===== src/sv/four_function_calculator_entry_core_defines.svh =====
// Assertion macros for the four-function calculator entry core.
`ifndef FOUR_FUNCTION_CALCULATOR_ENTRY_CORE_DEFINES_SVH
`define FOUR_FUNCTION_CALCULATOR_ENTRY_CORE_DEFINES_SVH

// check cons in the same cycle as ante
`define FFC_ASSERT_NOW(label, ante, cons) \
	label: assert property (@(posedge clk) disable iff (!arst_n) (ante) |-> (cons)) \
		else $error("ffc assertion failed");

// check cons in the cycle after ante
`define FFC_ASSERT_NEXT(label, ante, cons) \
	label: assert property (@(posedge clk) disable iff (!arst_n) (ante) |=> (cons)) \
		else $error("ffc assertion failed");

`endif


===== src/sv/ffc_pkg.sv =====
// Shared types, codes and helpers of the four-function calculator entry core.
`timescale 1ns / 1ps
`default_nettype none
package ffc_pkg;

	localparam int VALUE_WIDTH = 32;
	localparam int DISPLAY_WIDTH = 32;
	localparam int DEC_RADIX = 10;

	localparam logic [1:0] KEY_DIGIT    = 2'd0;
	localparam logic [1:0] KEY_OPERATOR = 2'd1;
	localparam logic [1:0] KEY_CLEAR    = 2'd2;
	localparam logic [1:0] KEY_EQUALS   = 2'd3;

	localparam logic [2:0] OP_NONE = 3'd0;
	localparam logic [2:0] OP_ADD  = 3'd1;
	localparam logic [2:0] OP_SUB  = 3'd2;
	localparam logic [2:0] OP_MUL  = 3'd3;
	localparam logic [2:0] OP_DIV  = 3'd4;

	typedef struct packed {
		logic [1:0] func;
		logic [3:0] digit;
		logic [1:0] operation;
	} key_word_t;

	typedef struct packed {
		logic [DISPLAY_WIDTH-1:0] display_value;
		logic                     divide_error;
	} result_word_t;

	function automatic logic [DISPLAY_WIDTH-1:0] to_display(input logic [VALUE_WIDTH-1:0] v);
		logic [63:0] ext;
		ext = 64'(v);
		return ext[DISPLAY_WIDTH-1:0];
	endfunction

endpackage
`default_nettype wire


===== src/sv/four_function_calculator_entry_core.sv =====
// Four-function keypad calculator core: key decode, sequencer and serial arithmetic unit.
//
// One key word in, one result word out. Digit keys (value * 10 + digit) and
// keys that complete a pending multiply or divide run the shared shift-and-add /
// restoring-divide loop, which retires one multiplier or quotient bit per cycle
// and leaves its result in res_q before the done state moves it to the output
// register. Add, subtract, clear, divide by zero and keys with nothing pending
// set res_q when the key is accepted and go straight to the done state. A new
// key is taken once the previous result sits in the output register; a stalled
// output holds the block after its next result is ready.
`timescale 1ns / 1ps
`default_nettype none
`include "four_function_calculator_entry_core_defines.svh"
module four_function_calculator_entry_core (
	input  wire logic                 clk,
	input  wire logic                 arst_n,
	input  wire logic                 key_valid,
	output logic                      key_ready,
	input  wire ffc_pkg::key_word_t   key,
	output logic                      result_valid,
	input  wire logic                 result_ready,
	output ffc_pkg::result_word_t     result
);

	localparam int W = ffc_pkg::VALUE_WIDTH;
	localparam int CNT_W = $clog2(W);

	localparam logic [1:0] ST_IDLE = 2'd0;
	localparam logic [1:0] ST_MUL  = 2'd1;
	localparam logic [1:0] ST_DIV  = 2'd2;
	localparam logic [1:0] ST_DONE = 2'd3;

	logic [1:0]       state_q;
	logic [CNT_W-1:0] cnt_q;
	logic [W-1:0]     first_q, second_q, running_q;
	logic [2:0]       pend_q;
	logic [1:0]       func_q, op_q;
	logic             dst_first_q;
	logic [W-1:0]     acc_q, mpd_q, mlt_q, res_q;
	logic             err_q;
	logic             out_valid_q;
	ffc_pkg::result_word_t out_q;

	logic             key_acc, last, out_free;
	logic [W-1:0]     mul_next;
	logic [W:0]       shifted, trial;
	logic             ge;
	logic [W-1:0]     rem_next, quo_next;

	assign key_ready = (state_q == ST_IDLE);
	assign key_acc = key_valid && key_ready;
	assign last = (cnt_q == CNT_W'(W - 1));
	assign out_free = !out_valid_q || result_ready;
	assign result_valid = out_valid_q;
	assign result = out_q;

	always_comb begin
		mul_next = acc_q + (mlt_q[0] ? mpd_q : '0);
		shifted = {acc_q, mlt_q[W-1]};
		ge = (shifted >= {1'b0, mpd_q});
		trial = shifted - {1'b0, mpd_q};
		rem_next = ge ? trial[W-1:0] : shifted[W-1:0];
		quo_next = {mlt_q[W-2:0], ge};
	end

	always_ff @(posedge clk or negedge arst_n) begin
		if (!arst_n) begin
			state_q <= ST_IDLE;
			cnt_q <= '0;
			first_q <= '0;
			second_q <= '0;
			running_q <= '0;
			pend_q <= ffc_pkg::OP_NONE;
			func_q <= ffc_pkg::KEY_CLEAR;
			op_q <= '0;
			dst_first_q <= 1'b0;
			acc_q <= '0;
			mpd_q <= '0;
			mlt_q <= '0;
			res_q <= '0;
			err_q <= 1'b0;
			out_q <= '0;
			out_valid_q <= 1'b0;
		end else begin
			if (state_q == ST_DONE && out_free) begin
				out_valid_q <= 1'b1;
			end else if (result_ready) begin
				out_valid_q <= 1'b0;
			end
			case (state_q)
				ST_IDLE: begin
					if (key_acc) begin
						cnt_q <= '0;
						func_q <= key.func;
						op_q <= key.operation;
						err_q <= 1'b0;
						case (key.func)
							ffc_pkg::KEY_DIGIT: begin
								dst_first_q <= (pend_q == ffc_pkg::OP_NONE);
								mpd_q <= (pend_q == ffc_pkg::OP_NONE) ? first_q : second_q;
								mlt_q <= W'(ffc_pkg::DEC_RADIX);
								acc_q <= W'(key.digit);
								state_q <= ST_MUL;
							end
							ffc_pkg::KEY_CLEAR: begin
								first_q <= '0;
								second_q <= '0;
								running_q <= '0;
								pend_q <= ffc_pkg::OP_NONE;
								res_q <= '0;
								state_q <= ST_DONE;
							end
							default: begin
								case (pend_q)
									ffc_pkg::OP_ADD: begin
										res_q <= running_q + second_q;
										state_q <= ST_DONE;
									end
									ffc_pkg::OP_SUB: begin
										res_q <= running_q - second_q;
										state_q <= ST_DONE;
									end
									ffc_pkg::OP_MUL: begin
										acc_q <= '0;
										mpd_q <= running_q;
										mlt_q <= second_q;
										state_q <= ST_MUL;
									end
									ffc_pkg::OP_DIV: begin
										if (second_q == '0) begin
											res_q <= '1;
											err_q <= 1'b1;
											state_q <= ST_DONE;
										end else begin
											acc_q <= '0;
											mpd_q <= second_q;
											mlt_q <= running_q;
											state_q <= ST_DIV;
										end
									end
									default: begin
										res_q <= running_q;
										state_q <= ST_DONE;
									end
								endcase
							end
						endcase
					end
				end
				ST_MUL: begin
					acc_q <= mul_next;
					mpd_q <= {mpd_q[W-2:0], 1'b0};
					mlt_q <= {1'b0, mlt_q[W-1:1]};
					if (last) begin
						res_q <= mul_next;
						cnt_q <= '0;
						state_q <= ST_DONE;
					end else begin
						cnt_q <= cnt_q + 1'b1;
					end
				end
				ST_DIV: begin
					acc_q <= rem_next;
					mlt_q <= quo_next;
					if (last) begin
						res_q <= quo_next;
						cnt_q <= '0;
						state_q <= ST_DONE;
					end else begin
						cnt_q <= cnt_q + 1'b1;
					end
				end
				ST_DONE: begin
					if (out_free) begin
						out_q.display_value <= ffc_pkg::to_display(res_q);
						out_q.divide_error <= err_q;
						state_q <= ST_IDLE;
						case (func_q)
							ffc_pkg::KEY_DIGIT: begin
								if (dst_first_q) begin
									first_q <= res_q;
									running_q <= res_q;
								end else begin
									second_q <= res_q;
								end
							end
							ffc_pkg::KEY_OPERATOR: begin
								running_q <= res_q;
								pend_q <= 3'(op_q) + ffc_pkg::OP_ADD;
								first_q <= '0;
								second_q <= '0;
							end
							ffc_pkg::KEY_EQUALS: begin
								running_q <= res_q;
								pend_q <= ffc_pkg::OP_NONE;
							end
							default: begin
							end
						endcase
					end
				end
				default: begin
					state_q <= ST_IDLE;
				end
			endcase
		end
	end

	`FFC_ASSERT_NOW(a_err_all_ones, result_valid && result.divide_error,
		result.display_value == ffc_pkg::to_display({W{1'b1}}))
	`FFC_ASSERT_NOW(a_idle_cnt_zero, state_q == ST_IDLE, cnt_q == '0)
	`FFC_ASSERT_NEXT(a_busy_after_key, key_acc, !key_ready)
	`FFC_ASSERT_NOW(a_pend_range, 1'b1, pend_q <= ffc_pkg::OP_DIV)

endmodule
`default_nettype wire


===== config.mk =====
export PLATFORM = sky130hd
export DESIGN_NAME = four_function_calculator_entry_core
export DESIGN_NICKNAME = d
export VERILOG_FILES = /design/src/sv/ffc_pkg.sv /design/src/sv/four_function_calculator_entry_core.sv
export VERILOG_INCLUDE_DIRS = /design/src /design/src/sv
export SDC_FILE = /design/constraint.sdc
export NUM_CORES = 1
export LEC_CHECK = 0
export BUFFER_PORTS_ARGS = -buffer_cell sky130_fd_sc_hd__buf_2
export CAP_MARGIN = 10
export CORE_MARGIN = 3
export CORE_UTILIZATION = 50
export DETAILED_ROUTE_END_ITERATION = 8
export GPL_ROUTABILITY_DRIVEN = 0
export PLACE_DENSITY = 0.67
export SETUP_SLACK_MARGIN = 0.3
export SYNTH_ARGS = -nofsm -noshare
export SYNTH_HDL_FRONTEND = slang
export SYNTH_SLANG_ARGS = --single-unit

===== constraint.sdc =====
create_clock -name clk -period 9.15 [get_ports clk]
set_input_delay 0.4575 -clock clk [delete_from_list [all_inputs] [get_ports clk]]
set_output_delay 0.4575 -clock clk [all_outputs]
set_load 0.01 [all_outputs]

* Yosys cells after proc, flatten, opt, wreduce, memory -nomap -nowiden
Index checks and enable logic that the tools add are counted.
Cells by class: eq/ne operators 28, add/sub/neg operators 6, multiplexer cells 58, reductions and logical operators 29, $lt $le $gt $ge 1
Operator list (count):
- 32-bit one-hot mux with 2 select lines | 14
- 32-bit two-way mux | 20
- 32-bit one-hot mux with 3 select lines | 3
- 32-bit one-hot mux with 4 select lines | 1
- 32-bit adder | 2
- 32-bit subtractor | 2
- 33-bit by 32-bit greater-or-equal comparator with 1-bit output | 1
- 32-bit zero test | 1
- 6-bit AND reduction | 3
- 5-bit AND reduction | 3
- 3-bit one-hot mux with 2 select lines | 2
- 5-bit two-way mux | 2
- 2-bit inequality test (second input constant) | 5
- 5-bit one-hot mux with 2 select lines | 1
- 3-bit two-way mux | 3
- 3-bit inequality test (second input constant) | 3
- 2-bit == test (second input constant) | 4
- 4-bit by 3-bit inequality test with 1-bit output (second input constant) | 2
- 2-bit one-hot mux with 2 select lines | 2
- 2-bit nonzero test | 4
- 7-bit AND reduction | 1
- 3-bit by 2-bit == test with 1-bit output (second input constant) | 2
- 2-bit zero test | 3
- 1-bit two-way mux | 6
- other kinds (20) | 32
Storage, ports and cells: output and inout port bits 35, input bits 12, word-level logic and storage cells 139, register bits after elaboration 274

* Longest topological paths before layout
depth after elaboration 6, gate-level depth with buffers 19

* Worst setup path after synthesis
OpenSTA, ideal clock, no wires.
path kind register to register, from reg pend_q[0], to reg res_q[26], period minus slack after synthesis 4.102 ns, stages on the path, launching flop included 16, data arrival time 3.965 ns, slack 5.048 ns, setup time 0.138 ns, path through dfrtp_1 clkbuf_1 nor3b_1 clkbuf_1 buf_1 nor2_1 xnor2_1 ha_1 a211oi_1 o21ai_0 a2111oi_0 o311ai_0 a221o_1 xor2_1 o221ai_1 o211ai_1
On the way: longest elaborated chain between the ends 5
RTL lines:
- start: declaration | line four_function_calculator_entry_core.sv:36 | logic [2:0] pend_q;
- start signal: assignment | line four_function_calculator_entry_core.sv:73 | pend_q <= ffc_pkg::OP_NONE;
- start signal: assignment | line four_function_calculator_entry_core.sv:109 | pend_q <= ffc_pkg::OP_NONE;
- start signal: assignment | line four_function_calculator_entry_core.sv:189 | pend_q <= 3'(op_q) + ffc_pkg::OP_ADD;
- 3-bit == test, or another cell as far along | line four_function_calculator_entry_core.sv:114 | case (pend_q)
- 32-bit one-hot mux with 4 select lines | line four_function_calculator_entry_core.sv:114
- 32-bit one-hot mux with 2 select lines | line four_function_calculator_entry_core.sv:97 | case (key.func)
- 32-bit two-way mux | line four_function_calculator_entry_core.sv:92 | if (key_acc) begin
- 32-bit one-hot mux with 3 select lines | line four_function_calculator_entry_core.sv:90 | case (state_q)
- end signal: assignment | line four_function_calculator_entry_core.sv:116 | res_q <= running_q + second_q;
- end signal: assignment | line four_function_calculator_entry_core.sv:120 | res_q <= running_q - second_q;
- end signal: assignment | line four_function_calculator_entry_core.sv:142 | res_q <= running_q;
- end: declaration | line four_function_calculator_entry_core.sv:39 | logic [W-1:0] acc_q, mpd_q, mlt_q, res_q;
Several ways; a longest one is shown, not always the timed one. The select of a mux whose other input is x is not followed. A chain may end at the register's enable or synchronous reset.

* Worst setup path after layout
from reg second_q[5], to reg res_q[26]
On the way: longest elaborated chain between the ends 5
RTL lines:
- start: declaration | line four_function_calculator_entry_core.sv:35 | logic [W-1:0] first_q, second_q, running_q;
- start signal: assignment | line four_function_calculator_entry_core.sv:184 | second_q <= res_q;
- 32-bit subtractor or 32-bit adder (tied branches) | line four_function_calculator_entry_core.sv:120, four_function_calculator_entry_core.sv:116
- 32-bit one-hot mux with 4 select lines | line four_function_calculator_entry_core.sv:114
- 32-bit one-hot mux with 2 select lines | line four_function_calculator_entry_core.sv:97
- 32-bit two-way mux | line four_function_calculator_entry_core.sv:92
- 32-bit one-hot mux with 3 select lines | line four_function_calculator_entry_core.sv:90
Several ways; a longest one is shown, not always the timed one. The select of a mux whose other input is x is not followed.

==> flow_metrics.py <==
metrics = {
    "worst_setup_path": {
        "crit_start": "second_q[5]",
        "path_max_fanout": 10,
        "path_cells": "nor3_1 > nand4_1 > o31ai_1 > xor2_1 > ha_1 > nand4_1 > nor2_1 > nand2_1 > o311ai_0 > a221o_1 > xor2_1 > o221ai_1 > o211ai_1",
        "slowest_stage": "o311ai_0",
        "critPathLaunchType": "flop",
        "end_kind": "flop",
        "cp.required_ps": 9580,
        "cp.arrival_ps": 5050,
        "critPathMaxStageDelay_ps": 880,
        "rr_startpoint": "second_q[5]",
        "worstSetupPathType": "flop to flop",
    },
    "layout": {
        "drive_gt1_frac": 0.08721,
        "seq_area_sq_mm": 0.006858,
        "area_growth_pct": 7.705,
        "multi_input_area_sq_mm": 0.01191,
        "layout_commonest_cell": "nand2_1",
        "fillerInstances": 3533,
        "nNetsFinal": 2485,
        "final_cell_mix": "nand2_1 (468), o21ai_0 (281), dfrtp_1 (273)",
    },
    "yosys": {
        "synth_area_sq_mm": 0.01960,
        "yosys.area_share.xor_xnor": 0.04864,
        "synth_adder_area_share": 0.06881,
        "async_flop_share": 1.000,
        "synthFlopType": "dfrtp_1",
        "synth-compound-area-share": 0.2682,
        "yosysTopAreaCell": "dfrtp_1",
        "syn_inst": 2422,
        "yosys_warnings": 0,
        "ys_seq_elements": 274,
        "synth_top_family_by_area": "compound AO/OA/AOI/OAI gates",
        "synth_simple_gate_area_frac": 0.1815,
        "synthesis.nets": 2540,
        "synth_area_leaders": "dfrtp_1 (35%), nand2_1 (9.0%), o21ai_0 (7.2%), ha_1 (6.6%), a21oi_1 (5.3%)",
        "ys_seq_area_frac": 0.3499,
        "synth_area_per_cell_sq_um": 8.093,
        "muxShareOfSynthArea": 0.03632,
        "synth_cell_type_count": 86,
        "synth_edf_count": 0,
        "synth_top_area_frac": 0.3485,
    },
    "timing": {
        "worst_pin_slew_ps": 1068,
        "fin_crit_sh": 0.5054,
        "timing.fmax_mhz": 216.3,
        "drv_slew": 0,
        "rsz0062_at_grt": "no",
        "min_period_ps": 4624,
        "worst_slack_ps": 4526,
        "hold_viol_final": 0,
        "finalSetupTns_ps": 0,
        "fin_skew_ps": 28.33,
        "finalSetupViolations": 0,
        "slew_headroom": 0.2787,
    },
    "route": {
        "vias": 18340,
        "antenna_left": 0,
        "routed_wl_mm": 61.03,
        "wire_per_inst_um": 21.07,
        "dr.pass1.iters": 5,
        "drcViolationCount": 0,
        "vias_per_cell": 6.329,
        "drtIter0Drc": 1933,
    },
    "die": {
        "die-area_sq_mm": 0.04161,
        "core_area_sq_mm": 0.03811,
        "fp-row-count": 71,
        "io_pins": 47,
        "dieHeight_um": 204.0,
        "die_w_um": 204.0,
        "start_util": 0.5143,
    },
    "clock_network": {
        "cts_setup_buffers": 0,
        "numCtsBuffers": 29,
        "cts_buffer_depth": 3,
        "cts-htree-levels": 1,
        "root_buffer": "clkbuf_16",
        "clk_pin_slew_ps": 70,
        "cts_tree": "yes",
        "cts.sinks": 274,
        "clock_latency_ps": 580,
    },
    "place": {
        "dpl.hpwl_mm": 42.79,
        "portBuffers": 46,
        "dpl_worst_slack_ps": 4693,
    },
    "global_routing": {
        "antenna_found_initial": 1,
        "track_usage": 0.2891,
        "grt_pass1_wl_mm": 96.62,
        "grt_max_degree": 172,
        "overflow": 0,
        "grt_pass1_vias": 17110,
    },
    "outcome": {
        "status": "finished clean",
    },
    "worst_hold_path": {
        "worstHoldStart": "key[0]",
        "hp-class": "input port to flop",
    },
    "flow_run": {
        "max_cap_violations": 0,
    },
}
-- worst max-delay path: cells and delay by family, from the launching register on --
family | cells | cell delay [ps]
and+or+nand+nor | 5 | 1380
AOI/OAI and AO/OA | 5 | 2000
xor gates and xnor gates | 2 | 210
adders and majority gates | 1 | 450
DFF | 1 | 450
-- final timing paths --
path	cells after the start	slack, ps	end
worst max-delay path	13	4530	res_q[26]
worst min register to register	2	480	first_q[21]
worst min-delay path	2	130	op_q[0]
worst max register to register	13	4530	res_q[26]
min in group asynchronous	2	510	result[7]
max in group asynchronous	3	7160	second_q[13]
-- state kept, by name, indices dropped and copies added (netlist names), 32 cells and up --
register   cells
acc_q         32
first_q       32
mlt_q         32
mpd_q         32
res_q         32
result        33
running_q     32
second_q      32
-- per-layer routing --
layer,wire [um],vias up,global-route usage
met4,1561,0,0.07545
li1,-,8569,-
met1,27380,8796,0.4268
met5,0,-,0
met2,26350,862,0.4396
met3,5740,109,0.05192
-- cells by family (layout without fill, tap and decap cells) --
group	after synthesis	after routing
XOR/XNOR	108	108
multiplexers	65	65
other	0	1
AND/OR/NAND/NOR	804	804
AO/OA/AOI/OAI	837	837
buffers and inverters	228	191
adder cells (fa/ha/maj)	106	106
flip-flops	274	274
-- synth_stat cells (38+ instances only) --
| library cell | n |
|---|---|
| nand3_1 | 63 |
| nand2_1 | 470 |
| ha_1 | 103 |
| o21ai_0 | 281 |
| a21o_1 | 42 |
| xnor2_1 | 69 |
| mux2_2 | 49 |
| nor2_1 | 95 |
| xor2_1 | 38 |
| dfrtp_1 | 273 |
| and2_1 | 48 |
| inv_1 | 71 |
| a21oi_1 | 208 |
| a22oi_1 | 43 |
| clkbuf_1 | 125 |
-- what timing repair did --
action / in CTS / in global routing
gates resized for setup: 0 / 0
hold endpoints to repair: 31 / 0
hold buffers: 1 / 0
-- through the flow --
| stage | area, sq um | utilization | hold WS [ps] | std cells |
|---|---|---|---|---|
| after CTS | 21110 | 0.5539 | 115.8 | 2896 |
| after global routing | 21110 | 0.5539 | 137.2 | 2896 |
| after detailed placement | 20110 | 0.5277 | 471.1 | 2846 |
| after global placement | 20110 | 0.5277 | 458.5 | 2846 |
| final | 21110 | 0.5540 | 132.5 | 2897 |
| after floorplan | 19600 | - | 161.9 | 2422 |
-- cell type report --
type / instances / share of cell area
Multi-Input combinational cell: 1920 / 0.5643
Sequential cell: 274 / 0.3248
Clock buffer: 39 / 0.03900
Tap cell: 511 / 0.03029
Timing Repair Buffer: 71 / 0.02098
Inverter: 71 / 0.01262
Clock inverter: 10 / 0.007823
Antenna cell: 1 / 0.0001185
Power is not shown: default switching activity piles up to over one toggle a cycle in this logic, so the estimate is an artifact.
